**src/rtl/smbf_pkg.sv**
```systemverilog
`default_nettype none

package smbf_pkg;

    localparam int unsigned CostW = 42;
    localparam int unsigned ResCostW = 32;
    localparam int unsigned CfgIndexW = 3;
    localparam int unsigned CfgDataW = 16;

    localparam logic [CfgIndexW-1:0] CFG_REQ_WIDTH  = 3'd0;
    localparam logic [CfgIndexW-1:0] CFG_REQ_HEIGHT = 3'd1;
    localparam logic [CfgIndexW-1:0] CFG_REQ_FPS    = 3'd2;
    localparam logic [CfgIndexW-1:0] CFG_ONLY_PAD   = 3'd3;
    localparam logic [CfgIndexW-1:0] CFG_ONLY_MODE  = 3'd4;

    localparam logic [15:0] RST_REQ_WIDTH  = 16'd1920;
    localparam logic [15:0] RST_REQ_HEIGHT = 16'd1080;
    localparam logic [9:0]  RST_REQ_FPS    = 10'd30;

    typedef struct packed {
        logic [1:0]  pad;
        logic [7:0]  mode_no;
        logic [8:0]  pad_mode_count;
        logic [15:0] mode_width;
        logic [15:0] mode_height;
        logic [9:0]  mode_min_fps;
        logic [9:0]  mode_max_fps;
        logic        last;
    } smbf_desc_t;

    typedef struct packed {
        logic        found;
        logic [1:0]  best_sensor_pad;
        logic [7:0]  best_mode_no;
        logic [8:0]  best_mode_count;
        logic [15:0] best_width;
        logic [15:0] best_height;
        logic [9:0]  best_min_fps;
        logic [9:0]  best_max_fps;
        logic [1:0]  best_grade;
    } smbf_result_t;

    typedef struct packed {
        logic [15:0]       req_width;
        logic [15:0]       req_height;
        logic [9:0]        req_fps;
        logic signed [2:0] only_pad;
        logic signed [8:0] only_mode;
    } smbf_cfg_t;

    typedef struct packed {
        logic             take;
        logic [1:0]       cls;
        logic [CostW-1:0] cost;
        smbf_desc_t       desc;
    } smbf_score_t;

    typedef struct packed {
        logic             have;
        logic [1:0]       cls;
        logic [CostW-1:0] cost;
        logic [1:0]       pad;
        logic [7:0]       index;
        logic [8:0]       count;
        logic [15:0]      width;
        logic [15:0]      height;
        logic [9:0]       min_fps;
        logic [9:0]       max_fps;
    } smbf_run_t;

    typedef struct packed {
        logic fire;
    } smbf_ctrl_t;

endpackage

`default_nettype wire

```
**src/rtl/sensor_mode_best_fit_selector_core.sv**
```systemverilog
// Channel   Signals                          Direction  Word
// desc      desc_valid desc_ready desc       in         smbf_desc_t
// result    result_valid result_ready result out        smbf_result_t
// cfg       cfg_valid cfg_ready cfg_index    in         16-bit data, index 0..4
//           cfg_data
//
// One descriptor a cycle while the score stage is not held; the result is registered.
// Stages: input register, score register (filters, class, 42-bit cost), running best.
// Reset clears the targets to 1920x1080 at 30 fps, no forced pad or mode, no best held.
// A stalled result holds the score stage only when that stage holds a last descriptor.
`default_nettype none

module sensor_mode_best_fit_selector_core
    import smbf_pkg::*;
#(
    parameter int unsigned NUM_PADS  = 4,
    parameter int unsigned MAX_MODES = 256
) (
    input  logic                 clk,
    input  logic                 rst_n,
    input  logic                 desc_valid,
    output logic                 desc_ready,
    input  smbf_desc_t           desc,
    output logic                 result_valid,
    input  logic                 result_ready,
    output smbf_result_t         result,
    input  logic                 cfg_valid,
    output logic                 cfg_ready,
    input  logic [CfgIndexW-1:0] cfg_index,
    input  logic [CfgDataW-1:0]  cfg_data
);

    smbf_cfg_t   cfg_reg;
    smbf_cfg_t   cfg_next;
    logic        a_valid_reg;
    logic        a_valid_next;
    smbf_desc_t  a_reg;
    logic        b_valid_reg;
    logic        b_valid_next;
    smbf_score_t b_reg;
    smbf_score_t score;
    smbf_ctrl_t  ctrl;
    logic        out_free;
    logic        b_load_ok;
    logic        a_advance;
    logic        desc_accept;

    always_comb
    begin
        cfg_next = cfg_reg;
        if (cfg_valid)
        begin
            case (cfg_index)
                CFG_REQ_WIDTH:  cfg_next.req_width  = cfg_data;
                CFG_REQ_HEIGHT: cfg_next.req_height = cfg_data;
                CFG_REQ_FPS:    cfg_next.req_fps    = cfg_data[9:0];
                CFG_ONLY_PAD:   cfg_next.only_pad   = cfg_data[2:0];
                CFG_ONLY_MODE:  cfg_next.only_mode  = cfg_data[8:0];
                default:        cfg_next = cfg_reg;
            endcase
        end
    end

    assign cfg_ready = 1'b1;

    smbf_scorer #(
        .NUM_PADS  (NUM_PADS),
        .MAX_MODES (MAX_MODES)
    ) u_scorer (
        .cfg   (cfg_reg),
        .desc  (a_reg),
        .score (score)
    );

    always_comb
    begin
        out_free     = !result_valid || result_ready;
        ctrl.fire    = b_valid_reg && (!b_reg.desc.last || out_free);
        b_load_ok    = !b_valid_reg || ctrl.fire;
        a_advance    = a_valid_reg && b_load_ok;
        desc_ready   = !a_valid_reg || b_load_ok;
        desc_accept  = desc_valid && desc_ready;
        a_valid_next = desc_accept || (a_valid_reg && !a_advance);
        b_valid_next = a_advance || (b_valid_reg && !ctrl.fire);
    end

    always_ff @(posedge clk or negedge rst_n)
    begin
        if (!rst_n)
        begin
            cfg_reg.req_width  <= RST_REQ_WIDTH;
            cfg_reg.req_height <= RST_REQ_HEIGHT;
            cfg_reg.req_fps    <= RST_REQ_FPS;
            cfg_reg.only_pad   <= '1;
            cfg_reg.only_mode  <= '1;
            a_valid_reg        <= 1'b0;
            b_valid_reg        <= 1'b0;
        end
        else
        begin
            cfg_reg     <= cfg_next;
            a_valid_reg <= a_valid_next;
            b_valid_reg <= b_valid_next;
        end
    end

    always_ff @(posedge clk)
    begin
        if (desc_accept)
        begin
            a_reg <= desc;
        end
        if (a_advance)
        begin
            b_reg <= score;
        end
    end

    smbf_selector u_selector (
        .clk          (clk),
        .rst_n        (rst_n),
        .ctrl         (ctrl),
        .score        (b_reg),
        .result_valid (result_valid),
        .result_ready (result_ready),
        .result       (result)
    );

    assert property (@(posedge clk) disable iff (!rst_n)
        desc_valid && desc_ready |=> a_valid_reg)
        else $error("accepted descriptor lost at input stage");

    assert property (@(posedge clk) disable iff (!rst_n)
        b_valid_reg && b_reg.desc.last && result_valid && !result_ready |=> b_valid_reg)
        else $error("last descriptor dropped while result stalled");

    assert property (@(posedge clk) disable iff (!rst_n)
        result_valid && !result.found |-> result.best_grade == 2'd0
            && result.best_width == 16'd0 && result.best_height == 16'd0
            && result.best_mode_count == 9'd0)
        else $error("empty result carries mode fields");

endmodule

`default_nettype wire

```
**src/rtl/smbf_scorer.sv**
```systemverilog
`default_nettype none

module smbf_scorer
    import smbf_pkg::*;
#(
    parameter int unsigned NUM_PADS  = 4,
    parameter int unsigned MAX_MODES = 256
) (
    input  smbf_cfg_t   cfg,
    input  smbf_desc_t  desc,
    output smbf_score_t score
);

    localparam logic [2:0] PadLimit  = 3'(NUM_PADS);
    localparam logic [8:0] ModeLimit = 9'(MAX_MODES);

    logic                pad_ok;
    logic                idx_ok;
    logic                force_ok;
    logic                fit;
    logic                rate_ok;
    logic [15:0]         dw;
    logic [15:0]         dh;
    logic [31:0]         dw_sq;
    logic [31:0]         dh_sq;
    logic [ResCostW-1:0] res_sum;
    logic [9:0]          excess;

    always_comb
    begin
        pad_ok = {1'b0, desc.pad} < PadLimit;
        idx_ok = ({1'b0, desc.mode_no} < desc.pad_mode_count)
              && ({1'b0, desc.mode_no} < ModeLimit);
        force_ok = (cfg.only_pad[2] || ({1'b0, desc.pad} == cfg.only_pad))
                && (cfg.only_mode[8] || ({1'b0, desc.mode_no} == cfg.only_mode));

        fit = (desc.mode_width >= cfg.req_width)
           && (desc.mode_height >= cfg.req_height);
        rate_ok = (cfg.req_fps == 10'd0)
               || (((desc.mode_max_fps == 10'd0) || (cfg.req_fps <= desc.mode_max_fps))
                && ((desc.mode_min_fps == 10'd0) || (cfg.req_fps >= desc.mode_min_fps)));

        dw = (desc.mode_width > cfg.req_width) ? desc.mode_width - cfg.req_width
                                               : cfg.req_width - desc.mode_width;
        dh = (desc.mode_height > cfg.req_height) ? desc.mode_height - cfg.req_height
                                                 : cfg.req_height - desc.mode_height;
        dw_sq = 32'(dw) * 32'(dw);
        dh_sq = 32'(dh) * 32'(dh);
        res_sum = dw_sq + dh_sq;

        excess = ((cfg.req_fps != 10'd0) && (desc.mode_max_fps > cfg.req_fps))
               ? desc.mode_max_fps - cfg.req_fps : 10'd0;

        score.take = pad_ok && idx_ok && force_ok;
        score.cls  = {rate_ok, fit};
        score.cost = {excess, res_sum};
        score.desc = desc;
    end

endmodule

`default_nettype wire

```
**src/rtl/smbf_selector.sv**
```systemverilog
`default_nettype none

module smbf_selector
    import smbf_pkg::*;
(
    input  logic         clk,
    input  logic         rst_n,
    input  smbf_ctrl_t   ctrl,
    input  smbf_score_t  score,
    output logic         result_valid,
    input  logic         result_ready,
    output smbf_result_t result
);

    smbf_run_t    run_reg;
    smbf_run_t    run_next;
    smbf_run_t    cand;
    smbf_run_t    merged;
    logic         better;
    logic         result_valid_reg;
    logic         result_valid_next;
    smbf_result_t result_reg;
    smbf_result_t result_next;

    always_comb
    begin
        cand.have    = 1'b1;
        cand.cls     = score.cls;
        cand.cost    = score.cost;
        cand.pad     = score.desc.pad;
        cand.index   = score.desc.mode_no;
        cand.count   = score.desc.pad_mode_count;
        cand.width   = score.desc.mode_width;
        cand.height  = score.desc.mode_height;
        cand.min_fps = score.desc.mode_min_fps;
        cand.max_fps = score.desc.mode_max_fps;

        better = score.take && (!run_reg.have || (score.cls > run_reg.cls)
              || ((score.cls == run_reg.cls) && (score.cost < run_reg.cost)));
        merged = better ? cand : run_reg;

        run_next = run_reg;
        result_valid_next = result_valid_reg && !result_ready;
        result_next = result_reg;
        if (ctrl.fire)
        begin
            if (score.desc.last)
            begin
                run_next = '0;
                result_valid_next = 1'b1;
                result_next.found           = merged.have;
                result_next.best_sensor_pad = merged.pad;
                result_next.best_mode_no    = merged.index;
                result_next.best_mode_count = merged.count;
                result_next.best_width      = merged.width;
                result_next.best_height     = merged.height;
                result_next.best_min_fps    = merged.min_fps;
                result_next.best_max_fps    = merged.max_fps;
                result_next.best_grade      = merged.cls;
            end
            else
            begin
                run_next = merged;
            end
        end
    end

    always_ff @(posedge clk or negedge rst_n)
    begin
        if (!rst_n)
        begin
            run_reg          <= '0;
            result_valid_reg <= 1'b0;
        end
        else
        begin
            run_reg          <= run_next;
            result_valid_reg <= result_valid_next;
        end
    end

    always_ff @(posedge clk)
    begin
        result_reg <= result_next;
    end

    assign result_valid = result_valid_reg;
    assign result       = result_reg;

endmodule

`default_nettype wire
```
**config.mk**
```make
export PLATFORM = sky130hd
export DESIGN_NAME = sensor_mode_best_fit_selector_core
export DESIGN_NICKNAME = d
export VERILOG_FILES = /design/src/rtl/smbf_pkg.sv /design/src/rtl/sensor_mode_best_fit_selector_core.sv /design/src/rtl/smbf_scorer.sv /design/src/rtl/smbf_selector.sv
export SDC_FILE = /design/constraint.sdc
export NUM_CORES = 2
export LEC_CHECK = 0
export ABC_AREA = 1
export BUFFER_PORTS_ARGS = -buffer_cell sky130_fd_sc_hd__buf_4
export CAP_MARGIN = 10
export CORE_MARGIN = 2
export CORE_UTILIZATION = 40
export CTS_CLUSTER_SIZE = 30
export DETAILED_ROUTE_END_ITERATION = 8
export GPL_TIMING_DRIVEN = 0
export PLACE_DENSITY = 0.6
export SYNTH_ARGS = -nofsm -noshare
export SYNTH_HDL_FRONTEND = slang
export SYNTH_SLANG_ARGS = --single-unit
```
**constraint.sdc**
```tcl
create_clock -name clk -period 9.25 [get_ports clk]
set_input_delay 1.85 -clock clk [delete_from_list [all_inputs] [get_ports clk]]
set_output_delay 1.85 -clock clk [all_outputs]
set_load 0.02 [all_outputs]
```
==> reports/results.ini <==
[cells_and_area]
multiInputGateArea_um2=21700
fin_util_pct=46.6
instances_no_fill=5659
seq_area_um2=12300
layout-drive-gt1-share_pct=11.6
synthToLayoutAreaGrowth_pct=15.1
nets=5184
fillers=8870
largest_register_ffs=117

[clocking]
clkSinkCount=436
path_clk_slew_ns=0.06
cts_made_buffers=47
cts_buffer_depth=3
cts-root-buf=clkbuf_16
htreeDepth=2
cts_tree=done
clk_latency_ns=0.60

[grt]
grt_usage_pct=21.3
antenna_found_initial=2
grt_overflow_total=0
grt_max_degree=64
grt_pass1_wl_um=157000
grt_pass1_vias=27500

[critical_path]
crit_fanout=10
crit_slowest_cell=fa_1
cp-end-kind=flip-flop
path_class=flip-flop to flip-flop
critPathRequiredTime_ns=9.57
slowest_delay_ns=0.55
worst_path_most_repeated_cell=fa_1
crit_arrival_ns=9.29
critPathLaunchType=flip-flop
regToRegSetupSlack_ns=0.28
cpLargestDelayFamily=adder cells
cp_num_buf_inv=9

[placement]
gp_congestion=0.910
detailed_place_hpwl_um=80900
portBuffers=171
placedCellCount=5538

[floorplan]
fp.dieH_um=309
fp.dieW_um=309
die_area_um2=95500
start_util_pct=40.5
io_pins=173
placement_rows=111
core_um2=91900

[sta]
max_freq_mhz=112
setup_viol=0
slew_headroom_pct=36.1
fin_skew_ns=0.0369
tightest_slew_ns=0.958
fin_crit_ns=8.97
hold_violations=0
fin_crit_sh_pct=96.9
grt_setup_unrepaired=yes
drv_slew=0

[drt]
finalWirelength_um=99600
drc=0
antenna_left=0
num_vias=27400
drt_iter0_markers=2043
via_per_inst=4.84
firstDrtPassIters=5
wl_per_cell_um=17.6

[yosys]
async_reset_ff_share_pct=39.7
ys_top_cells_by_area=edfxtp_1 21%, fa_1 21%, ha_1 11%
synthCells=4117
yosysTopAreaCellShare_pct=21.2
seq_area_frac_synth_pct=32.9
synth.avg_cell_area_um2=9.04
synth_cell_types=57
synth_nets=4925
synth_top_cell_by_area=edfxtp_1
synth_edf_count=263
synth-main-ff-cell=edfxtp_1
yosysWarnings=0
synth_seq_cells=436
syn_area_um2=37200

[status]
status=complete, no violations

[hold_path]
hp-class=flip-flop to flip-flop

[run]
cap_violations=0

-- Yosys cell counts (58+ instances only) --
master	count
nand3b_1	72
xor2_1	58
nand3_1	191
edfxtp_1	263
fa_1	390
dfrtp_1	149
ha_1	322
a21oi_1	117
nand2_1	850
and2_1	73
o21ai_0	92
nor2_1	312
inv_1	898
clkbuf_1	67
-- cell usage in the layout (no fill, tap or decap), types with 9 or more instances in the layout --
cell type	instances
nand3b_1	72
nor3_1	27
nand2_2	20
ha_4	10
nor2_2	22
buf_2	14
fa_1	380
nand2_4	9
ha_1	304
buf_6	9
a21oi_1	104
clkbuf_16	50
a21oi_2	10
fa_2	10
dfstp_2	24
nand4_1	14
inv_2	18
clkbuf_1	72
nor4_1	9
o21ai_0	90
edfxtp_1	263
nand2_1	828
inv_1	886
dfrtp_1	149
a21o_1	11
xor2_1	52
o211ai_1	9
xnor2_1	27
and2_1	73
nand3_1	188
nor2_1	290
buf_4	212
-- path summary, 6_finish.rpt --
kind / cells past startpoint / startpoint / endpoint
max in group asynchronous: 2 / rst_n / u_selector.run_reg[89]$_DFFE_PN0P_
min reg2reg: 0 / a_reg[56]$_DFFE_PP_ / b_reg[56]$_DFFE_PP_
min: 0 / a_reg[56]$_DFFE_PP_ / b_reg[56]$_DFFE_PP_
max reg2reg: 33 / a_reg[21]$_DFFE_PP_ / b_reg[100]$_DFFE_PP_
max: 33 / a_reg[21]$_DFFE_PP_ / b_reg[100]$_DFFE_PP_
min in group asynchronous: 1 / rst_n / u_selector.run_reg[62]$_DFFE_PN0P_
-- layout make-up --
cell class	count	area share, %
Sequential cell	436	28.6
Tap cell	1243	3.63
Clock buffer	66	3.20
Multi-Input combinational cell	2656	50.6
Buffer	111	1.37
Antenna cell	1	0.00584
Clock inverter	22	0.441
Timing Repair Buffer	210	4.01
Inverter	914	8.08
-- cell families after synthesis --
logic type | synth area share (%)
and+or+nand+nor | 18.2
xor gates and xnor gates | 2.32
adders and majority gates | 31.8
AOI/OAI and AO/OA | 4.21
other | 0.0101
buffers and inverters | 10.5
DFF | 32.9
muxes | 0.0269
-- per-stage QoR --
| stage | area (um^2) | hold slack (ns) | setup TNS (ns) | setup WS, ns |
|---|---|---|---|---|
| floorplan | 37200 | 0.400 | 0 | 0.888 |
| global placement | 40100 | 0.434 | -10.32 | -0.832 |
| detailed placement | 40200 | 0.430 | -10.93 | -0.856 |
| CTS | 42200 | 0.456 | -0.0849 | -0.0849 |
| global route | 42800 | 0.468 | -0.156 | -0.0555 |
| finish | 42800 | 0.453 | 0 | 0.284 |
-- metal layers --
metal / part of all wire, % / vias up / routed length [um] / GRT usage, %
met3: 4.2 / 113 / 4200 / 2.14
met2: 46 / 613 / 46100 / 34.8
met4: 2.4 / 0 / 2370 / 5.07
li1: - / 13200 / - / -
met1: 47 / 13500 / 46900 / 30.4
met5: 0 / - / 0 / 0
-- what timing repair did --
item | CTS | global route
pin swaps | 4 | 25
setup buffers | 15 | 17
hold buffers | 0 | 0
hold endpoints to repair | 0 | 0
gates cloned | 0 | 0
resized for setup | 61 | 143
setup endpoints to repair | 20 | 17
Power is not shown: default switching activity piles up to over one toggle a cycle in this logic, so the estimate is an artifact.
